## src/design/cas_pkg.sv

```systemverilog
// shared constants, types and helper functions for the cave smoothing block
// no dependencies; imported by the interfaces, cas_rsp_buf, the top module and the testbench

package cas_pkg;

   // map size limits
   localparam int MAX_WIDTH  = 128;
   localparam int MAX_HEIGHT = 128;

   // configuration port
   localparam int SIZE_W    = 8;
   localparam int CSR_IDX_W = 2;

   localparam logic [CSR_IDX_W-1:0] REG_MAP_WIDTH  = CSR_IDX_W'(0);
   localparam logic [CSR_IDX_W-1:0] REG_MAP_HEIGHT = CSR_IDX_W'(1);

   // request kinds
   localparam logic REQ_TILE  = 1'b0;
   localparam logic REQ_FLUSH = 1'b1;

   // derived widths
   localparam int WDIM_W  = $clog2(MAX_WIDTH + 1);
   localparam int HDIM_W  = $clog2(MAX_HEIGHT + 1);
   localparam int COL_W   = $clog2(MAX_WIDTH);
   localparam int ROW_W   = $clog2(MAX_HEIGHT);
   localparam int CNT_W   = $clog2(MAX_WIDTH * MAX_HEIGHT + 1);
   localparam int RING_AW = $clog2(MAX_WIDTH + 4);
   localparam int RING_DEPTH = 1 << RING_AW;

   // reset map size
   localparam logic [WDIM_W-1:0] WIDTH_RESET  = WDIM_W'(64);
   localparam logic [HDIM_W-1:0] HEIGHT_RESET = HDIM_W'(64);

   // wall count at which the tile keeps its own value
   localparam logic [3:0] RULE_LEVEL = 4'd4;

   typedef struct packed {
      logic smoothed_tile;
      logic end_of_map;
   } cas_result_type;

   // zero reads as one, values above the limit read as the limit
   function automatic logic [WDIM_W-1:0] clamp_width(input logic [SIZE_W-1:0] value);
      logic [WDIM_W-1:0] result;
      if (value == '0) begin
         result = WDIM_W'(1);
      end else if (32'(value) > MAX_WIDTH) begin
         result = WDIM_W'(MAX_WIDTH);
      end else begin
         result = WDIM_W'(value);
      end
      return result;
   endfunction

   function automatic logic [HDIM_W-1:0] clamp_height(input logic [SIZE_W-1:0] value);
      logic [HDIM_W-1:0] result;
      if (value == '0) begin
         result = HDIM_W'(1);
      end else if (32'(value) > MAX_HEIGHT) begin
         result = HDIM_W'(MAX_HEIGHT);
      end else begin
         result = HDIM_W'(value);
      end
      return result;
   endfunction

   // 4-5 rule: more than four walls makes a wall, fewer makes floor
   function automatic logic apply_rule(input logic [3:0] walls, input logic centre);
      logic result;
      if (walls > RULE_LEVEL) begin
         result = 1'b1;
      end else if (walls < RULE_LEVEL) begin
         result = 1'b0;
      end else begin
         result = centre;
      end
      return result;
   endfunction

endpackage

```

## src/design/cas_if.sv

```systemverilog
// request, response and configuration channels of the cave smoothing block
// depends on cas_pkg for field widths

interface cas_req_if import cas_pkg::*; ();
   logic valid;
   logic ready;
   logic req_type;
   logic in_tile;

   modport source (output valid, output req_type, output in_tile, input ready);
   modport sink   (input valid, input req_type, input in_tile, output ready);
endinterface

interface cas_rsp_if import cas_pkg::*; ();
   logic valid;
   logic ready;
   logic smoothed_tile;
   logic end_of_map;

   modport source (output valid, output smoothed_tile, output end_of_map, input ready);
   modport sink   (input valid, input smoothed_tile, input end_of_map, output ready);
endinterface

interface cas_csr_if import cas_pkg::*; ();
   logic                 valid;
   logic                 ready;
   logic [CSR_IDX_W-1:0] index;
   logic [SIZE_W-1:0]    data;

   modport source (output valid, output index, output data, input ready);
   modport sink   (input valid, input index, input data, output ready);
endinterface

```

## src/design/cas_ram.sv

```systemverilog
// generic ram: one write port, two read ports with registered read data
// standalone, no package dependency

module cas_ram #(
   parameter int DATA_W = 1,
   parameter int DEPTH  = 128
) (
   input  logic                     clock,
   input  logic                     wr_en,
   input  logic [$clog2(DEPTH)-1:0] wr_addr,
   input  logic [DATA_W-1:0]        wr_data,
   input  logic [$clog2(DEPTH)-1:0] rd_addr_a,
   input  logic [$clog2(DEPTH)-1:0] rd_addr_b,
   output logic [DATA_W-1:0]        rd_data_a,
   output logic [DATA_W-1:0]        rd_data_b
);

   logic [DATA_W-1:0] mem_ff [DEPTH];
   logic [DATA_W-1:0] rd_a_ff;
   logic [DATA_W-1:0] rd_b_ff;

   // reads return the contents before a write at the same edge
   always_ff @(posedge clock) begin
      if (wr_en) begin
         mem_ff[wr_addr] <= wr_data;
      end
      rd_a_ff <= mem_ff[rd_addr_a];
      rd_b_ff <= mem_ff[rd_addr_b];
   end

   assign rd_data_a = rd_a_ff;
   assign rd_data_b = rd_b_ff;

endmodule

```

## src/design/cas_rsp_buf.sv

```systemverilog
// response output register with a skid entry behind it
// depends on cas_pkg (result struct) and cas_rsp_if

module cas_rsp_buf import cas_pkg::*; (
   input  logic           clock,
   input  logic           reset,
   input  logic           push,
   input  cas_result_type push_data,
   output logic           can_push,
   cas_rsp_if.source      rsp_chan
);

   logic           out_vld_ff, out_vld_in;
   cas_result_type out_dat_ff, out_dat_in;
   logic           skid_vld_ff, skid_vld_in;
   cas_result_type skid_dat_ff, skid_dat_in;
   logic           out_free;

   // output slot frees when empty or taken this cycle
   assign out_free = !out_vld_ff || rsp_chan.ready;

   always_comb begin
      out_vld_in  = out_vld_ff;
      out_dat_in  = out_dat_ff;
      skid_vld_in = skid_vld_ff;
      skid_dat_in = skid_dat_ff;
      if (!out_free) begin
         if (push) begin
            skid_vld_in = 1'b1;
            skid_dat_in = push_data;
         end
      end else if (skid_vld_ff) begin
         out_vld_in  = 1'b1;
         out_dat_in  = skid_dat_ff;
         skid_vld_in = push;
         skid_dat_in = push_data;
      end else begin
         out_vld_in = push;
         out_dat_in = push_data;
      end
   end

   always_ff @(posedge clock) begin
      if (reset) begin
         out_vld_ff  <= 1'b0;
         skid_vld_ff <= 1'b0;
      end else begin
         out_vld_ff  <= out_vld_in;
         skid_vld_ff <= skid_vld_in;
      end
      out_dat_ff  <= out_dat_in;
      skid_dat_ff <= skid_dat_in;
   end

   assign can_push               = !skid_vld_ff;
   assign rsp_chan.valid         = out_vld_ff;
   assign rsp_chan.smoothed_tile = out_dat_ff.smoothed_tile;
   assign rsp_chan.end_of_map    = out_dat_ff.end_of_map;

endmodule

```

## src/design/cave_automaton_smoothing.sv

```systemverilog
// cave smoothing, one in-place 4-5 rule pass over a streamed tile map
// throughput: one request per cycle while ready is high; the request that completes a
// neighborhood pushes its result into cas_rsp_buf, map_width+1 tiles behind its own tile
// ready is held low only while the output register and its skid entry are both full
// synchronous reset: counters clear, size returns to 64x64; ram contents are not cleared
// depends on cas_pkg, cas_if, cas_ram and cas_rsp_buf

module cave_automaton_smoothing import cas_pkg::*; (
   input  logic      clock,
   input  logic      reset,
   cas_req_if.sink   req_chan,
   cas_rsp_if.source rsp_chan,
   cas_csr_if.sink   csr_chan
);

   // configuration and counters
   logic [WDIM_W-1:0]  width_ff, width_in;
   logic [HDIM_W-1:0]  height_ff, height_in;
   logic [CNT_W-1:0]   total_ff, total_in;
   logic [CNT_W-1:0]   rcvd_ff, rcvd_in;
   logic [CNT_W-1:0]   emit_ff, emit_in;
   logic [COL_W-1:0]   col_ff, col_in;
   logic [ROW_W-1:0]   row_ff, row_in;
   logic               held_ff, held_in;
   logic               prev_s_ff, prev_s_in;
   logic               last0_ff, last1_ff, last2_ff;
   logic               byp_top_ff, byp_tr_ff, byp_s_ff;

   logic               req_fire, csr_fire, restart;
   logic               store_tile, emit, done;
   logic [CNT_W-1:0]   rcvd_eff, lead_lim, gap, emit_inc;
   logic [CNT_W-1:0]   w_p0, w_p1, w_p2;
   logic               n0, n1, n2;
   logic [RING_AW-1:0] ring_addr_a, ring_addr_b;
   logic               ring_a, ring_b;
   logic [COL_W-1:0]   sr_addr_b;
   logic               sr_a, sr_b;
   logic               top_raw, tr_raw;
   logic               at_left, at_right, at_top, at_bottom;
   logic               nb_tl, nb_t, nb_tr, nb_l, nb_r, nb_bl, nb_b, nb_br;
   logic               centre;
   logic [3:0]         walls;
   logic               smoothed;
   logic               can_push;
   cas_result_type     result;
   logic [WDIM_W-1:0]  new_width;
   logic [HDIM_W-1:0]  new_height;

   // handshakes
   assign req_chan.ready = can_push;
   assign csr_chan.ready = 1'b1;
   assign req_fire = req_chan.valid && req_chan.ready;
   assign csr_fire = csr_chan.valid && csr_chan.ready;
   assign restart  = csr_fire &&
                     (csr_chan.index == REG_MAP_WIDTH || csr_chan.index == REG_MAP_HEIGHT);

   // tile intake and emit decision
   assign store_tile = req_fire && (req_chan.req_type == REQ_TILE) && (rcvd_ff < total_ff);
   assign rcvd_eff   = store_tile ? rcvd_ff + CNT_W'(1) : rcvd_ff;
   assign lead_lim   = emit_ff + CNT_W'(width_ff) + CNT_W'(2);
   assign emit_inc   = emit_ff + CNT_W'(1);
   assign done       = (emit_inc >= total_ff);

   always_comb begin
      emit = 1'b0;
      if (req_fire) begin
         if (store_tile) begin
            emit = (rcvd_eff >= total_ff) || (rcvd_eff >= lead_lim);
         end else begin
            emit = (rcvd_ff >= total_ff) && (emit_ff < total_ff);
         end
      end
   end

   // the three most recent originals, with this request's tile shifted in
   assign n0 = store_tile ? req_chan.in_tile : last0_ff;
   assign n1 = store_tile ? last0_ff : last1_ff;
   assign n2 = store_tile ? last1_ff : last2_ff;

   // distance from the output tile to the tile after the newest one
   assign gap  = rcvd_eff - emit_ff;
   assign w_p0 = CNT_W'(width_ff);
   assign w_p1 = CNT_W'(width_ff) + CNT_W'(1);
   assign w_p2 = CNT_W'(width_ff) + CNT_W'(2);

   // map edges
   assign at_left   = (col_ff == '0);
   assign at_right  = (WDIM_W'(col_ff) == width_ff - WDIM_W'(1));
   assign at_top    = (row_ff == '0);
   assign at_bottom = (HDIM_W'(row_ff) == height_ff - HDIM_W'(1));

   // original tiles: centre, right and the row below
   always_comb begin
      if (gap == CNT_W'(1)) begin
         centre = n0;
      end else if (gap == CNT_W'(2)) begin
         centre = n1;
      end else if (gap == CNT_W'(3)) begin
         centre = n2;
      end else begin
         centre = ring_a;
      end

      if (gap == CNT_W'(2)) begin
         nb_r = n0;
      end else if (gap == CNT_W'(3)) begin
         nb_r = n1;
      end else if (gap == CNT_W'(4)) begin
         nb_r = n2;
      end else begin
         nb_r = ring_b;
      end

      nb_br = (gap == w_p2) ? n0 : 1'b0;

      if (gap == w_p2) begin
         nb_b = n1;
      end else if (gap == w_p1) begin
         nb_b = n0;
      end else begin
         nb_b = 1'b0;
      end

      if (gap == w_p2) begin
         nb_bl = n2;
      end else if (gap == w_p1) begin
         nb_bl = n1;
      end else if (gap == w_p0) begin
         nb_bl = n0;
      end else begin
         nb_bl = 1'b0;
      end
   end

   // smoothed tiles: row above from the row store, left from the last result
   assign top_raw = byp_top_ff ? byp_s_ff : sr_a;
   assign tr_raw  = byp_tr_ff ? byp_s_ff : sr_b;
   assign nb_tl   = held_ff;
   assign nb_t    = top_raw;
   assign nb_tr   = tr_raw;
   assign nb_l    = prev_s_ff;

   // wall count, out-of-map neighbours count as walls
   assign walls = 4'((at_left || at_top)      ? 1'b1 : nb_tl)
                + 4'(at_top                   ? 1'b1 : nb_t)
                + 4'((at_right || at_top)     ? 1'b1 : nb_tr)
                + 4'(at_left                  ? 1'b1 : nb_l)
                + 4'(at_right                 ? 1'b1 : nb_r)
                + 4'((at_left || at_bottom)   ? 1'b1 : nb_bl)
                + 4'(at_bottom                ? 1'b1 : nb_b)
                + 4'((at_right || at_bottom)  ? 1'b1 : nb_br);

   assign smoothed = apply_rule(walls, centre);

   assign result.smoothed_tile = smoothed;
   assign result.end_of_map    = done;

   // configuration values and map size
   assign new_width  = (csr_chan.index == REG_MAP_WIDTH) ? clamp_width(csr_chan.data) : width_ff;
   assign new_height = (csr_chan.index == REG_MAP_HEIGHT) ?
                       clamp_height(csr_chan.data) : height_ff;

   always_comb begin
      width_in  = width_ff;
      height_in = height_ff;
      total_in  = total_ff;
      if (restart) begin
         width_in  = new_width;
         height_in = new_height;
         total_in  = CNT_W'(new_width) * CNT_W'(new_height);
      end
   end

   // position tracking
   always_comb begin
      rcvd_in   = rcvd_eff;
      emit_in   = emit_ff;
      col_in    = col_ff;
      row_in    = row_ff;
      held_in   = held_ff;
      prev_s_in = prev_s_ff;
      if (restart) begin
         rcvd_in = '0;
         emit_in = '0;
         col_in  = '0;
         row_in  = '0;
         held_in = 1'b0;
      end else if (emit) begin
         held_in   = top_raw;
         prev_s_in = smoothed;
         if (done) begin
            rcvd_in = '0;
            emit_in = '0;
            col_in  = '0;
            row_in  = '0;
         end else begin
            emit_in = emit_inc;
            if (at_right) begin
               col_in = '0;
               row_in = row_ff + ROW_W'(1);
            end else begin
               col_in = col_ff + COL_W'(1);
            end
         end
      end
   end

   always_ff @(posedge clock) begin
      if (reset) begin
         width_ff  <= WIDTH_RESET;
         height_ff <= HEIGHT_RESET;
         total_ff  <= CNT_W'(WIDTH_RESET) * CNT_W'(HEIGHT_RESET);
         rcvd_ff   <= '0;
         emit_ff   <= '0;
         col_ff    <= '0;
         row_ff    <= '0;
         held_ff   <= 1'b0;
      end else begin
         width_ff  <= width_in;
         height_ff <= height_in;
         total_ff  <= total_in;
         rcvd_ff   <= rcvd_in;
         emit_ff   <= emit_in;
         col_ff    <= col_in;
         row_ff    <= row_in;
         held_ff   <= held_in;
      end
   end

   // recent originals, last result and row store write bypass
   always_ff @(posedge clock) begin
      if (store_tile) begin
         last0_ff <= req_chan.in_tile;
         last1_ff <= last0_ff;
         last2_ff <= last1_ff;
      end
      prev_s_ff  <= prev_s_in;
      byp_top_ff <= emit && (col_ff == col_in);
      byp_tr_ff  <= emit && (col_ff == sr_addr_b);
      byp_s_ff   <= smoothed;
   end

   // original tile ring, read at the next output position and the one after
   assign ring_addr_a = emit_in[RING_AW-1:0];
   assign ring_addr_b = ring_addr_a + RING_AW'(1);

   cas_ram #(
      .DATA_W (1),
      .DEPTH  (RING_DEPTH)
   ) u_ring (
      .clock     (clock),
      .wr_en     (store_tile),
      .wr_addr   (rcvd_ff[RING_AW-1:0]),
      .wr_data   (req_chan.in_tile),
      .rd_addr_a (ring_addr_a),
      .rd_addr_b (ring_addr_b),
      .rd_data_a (ring_a),
      .rd_data_b (ring_b)
   );

   // smoothed row store, read at the next column and the column after
   assign sr_addr_b = (32'(col_in) == MAX_WIDTH - 1) ? '0 : col_in + COL_W'(1);

   cas_ram #(
      .DATA_W (1),
      .DEPTH  (MAX_WIDTH)
   ) u_row_store (
      .clock     (clock),
      .wr_en     (emit),
      .wr_addr   (col_ff),
      .wr_data   (smoothed),
      .rd_addr_a (col_in),
      .rd_addr_b (sr_addr_b),
      .rd_data_a (sr_a),
      .rd_data_b (sr_b)
   );

   // response output register
   cas_rsp_buf u_rsp_buf (
      .clock     (clock),
      .reset     (reset),
      .push      (emit),
      .push_data (result),
      .can_push  (can_push),
      .rsp_chan  (rsp_chan)
   );

   // checks
   a_emit_behind_rcvd : assert property (@(posedge clock) disable iff (reset)
      emit_ff <= rcvd_ff)
      else $error("output position passed the intake position");

   a_gap_bounded : assert property (@(posedge clock) disable iff (reset)
      (rcvd_ff - emit_ff) <= w_p2)
      else $error("intake ran more than a row and two tiles ahead");

   a_position_in_map : assert property (@(posedge clock) disable iff (reset)
      (WDIM_W'(col_ff) < width_ff) && (HDIM_W'(row_ff) < height_ff))
      else $error("column or row outside the map");

   a_map_end_restarts : assert property (@(posedge clock) disable iff (reset)
      (emit && done) |=> (emit_ff == '0 && rcvd_ff == '0))
      else $error("counters not cleared after the final tile");

endmodule

```

## src/flat_wrapper.sv

```systemverilog
// flat-port wrapper written by rule: the top's interface ports become plain ports
module cave_automaton_smoothing_flat import cas_pkg::*;
  (clock, reset, req_chan_valid, req_chan_req_type, req_chan_in_tile, req_chan_ready, rsp_chan_valid, rsp_chan_smoothed_tile, rsp_chan_end_of_map, rsp_chan_ready, csr_chan_valid, csr_chan_index, csr_chan_data, csr_chan_ready);
  cas_req_if req_chan_i ();
  cas_rsp_if rsp_chan_i ();
  cas_csr_if csr_chan_i ();
  input  logic clock;
  input  logic reset;
  input wire logic [$bits(req_chan_i.valid)-1:0] req_chan_valid;
  input wire logic [$bits(req_chan_i.req_type)-1:0] req_chan_req_type;
  input wire logic [$bits(req_chan_i.in_tile)-1:0] req_chan_in_tile;
  output wire logic [$bits(req_chan_i.ready)-1:0] req_chan_ready;
  output wire logic [$bits(rsp_chan_i.valid)-1:0] rsp_chan_valid;
  output wire logic [$bits(rsp_chan_i.smoothed_tile)-1:0] rsp_chan_smoothed_tile;
  output wire logic [$bits(rsp_chan_i.end_of_map)-1:0] rsp_chan_end_of_map;
  input wire logic [$bits(rsp_chan_i.ready)-1:0] rsp_chan_ready;
  input wire logic [$bits(csr_chan_i.valid)-1:0] csr_chan_valid;
  input wire logic [$bits(csr_chan_i.index)-1:0] csr_chan_index;
  input wire logic [$bits(csr_chan_i.data)-1:0] csr_chan_data;
  output wire logic [$bits(csr_chan_i.ready)-1:0] csr_chan_ready;
  assign req_chan_i.valid = req_chan_valid;
  assign req_chan_i.req_type = req_chan_req_type;
  assign req_chan_i.in_tile = req_chan_in_tile;
  assign req_chan_ready = req_chan_i.ready;
  assign rsp_chan_valid = rsp_chan_i.valid;
  assign rsp_chan_smoothed_tile = rsp_chan_i.smoothed_tile;
  assign rsp_chan_end_of_map = rsp_chan_i.end_of_map;
  assign rsp_chan_i.ready = rsp_chan_ready;
  assign csr_chan_i.valid = csr_chan_valid;
  assign csr_chan_i.index = csr_chan_index;
  assign csr_chan_i.data = csr_chan_data;
  assign csr_chan_ready = csr_chan_i.ready;
  cave_automaton_smoothing u_core (.clock(clock), .reset(reset), .req_chan(req_chan_i), .rsp_chan(rsp_chan_i), .csr_chan(csr_chan_i));
endmodule
```

## config.mk

```make
export PLATFORM = sky130hd
export DESIGN_NAME = cave_automaton_smoothing_flat
export DESIGN_NICKNAME = d
export VERILOG_FILES = /design/src/design/cas_pkg.sv /design/src/design/cas_if.sv /design/src/design/cas_ram.sv /design/src/design/cas_rsp_buf.sv /design/src/design/cave_automaton_smoothing.sv /design/src/flat_wrapper.sv
export SDC_FILE = /design/constraint.sdc
export NUM_CORES = 2
export LEC_CHECK = 0
export BUFFER_PORTS_ARGS = -buffer_cell sky130_fd_sc_hd__buf_2
export CAP_MARGIN = 20
export CORE_MARGIN = 2
export CORE_UTILIZATION = 35
export CTS_BUF_LIST = sky130_fd_sc_hd__clkbuf_16
export DETAILED_ROUTE_END_ITERATION = 8
export HOLD_SLACK_MARGIN = 0.02
export PLACE_DENSITY_LB_ADDON = 0.2
export SYNTH_ARGS = -nofsm -noshare
export SYNTH_HDL_FRONTEND = slang
export SYNTH_HIERARCHICAL = 1
export SYNTH_SLANG_ARGS = --single-unit
```

## constraint.sdc

```tcl
create_clock -name clock -period 15.2 [get_ports clock]
set_clock_uncertainty 0.15 [all_clocks]
set_input_delay 0.76 -clock clock [delete_from_list [all_inputs] [get_ports clock]]
set_output_delay 0.76 -clock clock [all_outputs]
set_load 0.1 [all_outputs]
```

==> results.md <==
* MaxCap Viol Count at 0
* Status: finished clean
* Launch point of the critical path: u_core/emit_ff[1]
* Clk sinks at 477
* Clock share of power at 0.370
* Peak Freq at 98.1 MHz
* Post-synth top area share at 0.377
* Power Internal at 2.59 mW
* Clock Tree Root: clkbuf_16
* Routed Antenna Nets at 0
* Reg2reg start: u_core/emit_ff[1]
* Met1 usage at 0.276
* Warnings, synthesis at 6
* Clock slew at reported path FFs at 0.06 ns
* Yosys reg bits at 477
* Setup tns final at 0 ns
* Synth top area cells: edfxtp_1 38%, mux4_2 9.7%, nor2_1 6.8%, ha_1 6.3%, dfxtp_1 5.7%
* Leading area contributor after synthesis: edfxtp_1
* Crit-path max FO at 29
* Die X at 302 um
* CP top delay family: simple AND/OR/NAND/NOR gates
* Number of enable flip-flop cells after synthesis at 389
* Vias at 22900
* Worst Hold Class: reg2reg
* I/O Buffers at 20
* Hold_buf cts at 0
* Most frequent cells in the layout: 555 x nor2_1, 389 x edfxtp_1, 164 x nand2_1
* Psw at 1.03 mW
* GRT overflow at 0
* Average cell area after synthesis at 10.9 um2
* CTS tree: done
* Reg power frac at 0.434
* GRT Overall Usage at 0.207
* DRC errors left at 0
* Core Footprint at 0.0881 mm2
* Critical path's most frequent cell: a21oi_1
* Count of pins over their slew limit at 0
* Yosys cell types at 96
* GRT busiest layer: met2
* Initial Util at 0.352
* Final period utilization at 0.670
* CP Class: reg2reg
* Later-pin clock latency in the skew report at 0.64 ns
* Hold wc startpoint: u_core/total_ff[7]
* Crit path required time at 15.55 ns
* First-pass GRT wire length at 143 mm
* Relative slew slack at 0.182
* Pwr dens at 106 mW/mm2
* Post-DP HPWL at 63.9 mm
* Cells after Synth at 2842
* Gpl congestion at 0.875
* Wire per inst at 23.8 um
* Ports at 22
* Crit path max-delay cell type: a2111oi_0
* N_diodes at 0
* Initial DRC Count at 2063
* Final WL at 95.3 mm
* Grt met3 use at 0.0370
* Global Route met2 Usage at 0.343
* Async S/R FF share, synth at 0
* Arrival time at the worst endpoint at 10.53 ns
* Die H at 302 um
* Via density per instance at 5.71
* Top FF cell, synth: edfxtp_1
* DR pass1 iterations at 5
* Post-CTS sizing at 0
* Crit start category: flip-flop
* Site row count at 109
* RSZ-0062 raised after global routing: false
* Switching share of power at 0.284
* Synth Cell Area at 0.0310 mm2
* Critical Path Sink Type: flip-flop
* Combinational share of power at 0.196
* Seq/Total Area, Yosys at 0.434
* # setup viols final at 0
* Post-layout min period at 10.19 ns
* CP peak stage delay at 0.86 ns
* Clock buffer depth at 3
* Layout cell share with drive strength beyond 1 at 0.123
* Cts bufs inserted at 55
* Pin count of the biggest net entering global routing at 166
* Vias in the first global route at 23100
* Commonest non-fill, non-tap cell in the layout: nor2_1
* Synthesis-to-finish area growth at 10.5%
* Leakage at 11.8 nW
* Least-Margin Pin Slew at 1.22 ns
* Die footprint at 0.0909 mm2
* Final Power at 3.62 mW
* Worst vdd ir at 96.5 uV
* H-tree lvl count at 2
* Crit path buffers/inverters at 6
* Fin nets at 3015
* Net Count, Synth at 3055
* Initial antenna violation count at 1
* Post-CTS setup buffer count at 0
* Fin. Hold Viols at 0
cell families after synthesis:
logic type               Yosys count  share of synthesized area
AO/OA/AOI/OAI                    373                     0.0810
XOR/XNOR                         104                     0.0312
adder cells (fa/ha/maj)          196                     0.0891
buffers and inverters            297                     0.0403
flip-flops                       477                      0.434
multiplexers                     308                      0.162
other                              1                   0.000121
AND/OR/NAND/NOR                 1086                      0.162
metrics by stage:
| stage | instances | instance area [um2] | hold slack (ns) | setup slack, ns | util |
|---|---|---|---|---|---|
| floorplan | 2842 | 31000 | 0.282 | 3.26 | - |
| global placement | 3901 | 32200 | 0.294 | 5.17 | 0.366 |
| detailed placement | 3906 | 32300 | 0.295 | 5.05 | 0.367 |
| CTS | 4008 | 34200 | 0.302 | 5.02 | 0.388 |
| global route | 4012 | 34200 | 0.322 | 4.38 | 0.389 |
| finish | 4012 | 34200 | 0.298 | 5.01 | 0.389 |
state kept, by name, indices dropped and copies added, names as in the netlist, 2 cells and up:
signal,count
u_core/total_ff,15
u_core/u_rsp_buf/skid_dat_ff,2
u_core/height_ff,8
u_core/emit_ff,15
u_core/width_ff,8
u_core/row_ff,7
u_core/u_ring/mem_ff,256
u_core/col_ff,7
u_core/u_row_store/mem_ff,128
u_core/rcvd_ff,15
worst register-to-register path, delay by kind of cell (launching register included):
family / cells / cell delay (ns)
mux: 2 / 1.15
flops: 1 / 0.54
fa+ha+maj: 5 / 1.69
compound gates: 11 / 2.37
buf+inv: 6 / 1.41
xor+xnor: 1 / 0.14
simple gates: 12 / 2.60
Yosys cell counts (13+ instances only):
cell type    n
mux2_2      16
nand2_1    164
inv_1      127
nand2b_1    22
buf_2       32
nor3_1      37
dfxtp_1     88
mux4_2     133
a2111oi_0   13
a21o_1      13
nor2_1     558
xnor2_1     65
o21ai_0     62
or3_1       13
o22ai_1     44
nor4_1      32
a211oi_1    27
mux2i_1    143
clkbuf_1   104
edfxtp_1   389
nand4_1     31
xor2_1      35
mux4_1      16
ha_1       155
and3_1      17
nor2b_1     50
a21oi_1     84
o21a_1      14
nand3b_1    18
fa_1        41
nand3_1     72
buf_4       14
area by class of cell:
cell class / count / area, um2
clock inverter: 44 / 378
inverter: 131 / 499
tap: 1165 / 1460
fill: 8546 / 53900
clock buffer: 58 / 1450
sequential: 477 / 13400
timing repair buffer: 69 / 607
multi-input combinational: 2068 / 16400
power groups by stage:
stage	combinational (mW)	clock [mW]	sequential (mW)
after floorplan	0.480	0	1.63
after global placement	0.679	0	1.60
after detailed placement	0.695	0	1.60
after CTS	0.697	1.38	1.57
after global routing	0.777	1.42	1.57
final	0.709	1.34	1.57
routing by layer:
layer,share of wire,wire length [um]
met1,0.43,41100
met2,0.47,44600
met3,0.070,6720
met4,0.030,2810
met5,0,0
path summary, 6_finish.rpt:
check                                               endpoint  slack (ns)  depth (start not counted)
worst min register to register            u_core/total_ff[7]        0.30                          2
worst min-delay path                      u_core/total_ff[7]        0.30                          2
worst max register to register  u_core/u_row_store/rd_data_b        5.01                         37
worst max-delay path            u_core/u_row_store/rd_data_b        5.01                         37
(Power assumes the default switching activity.)
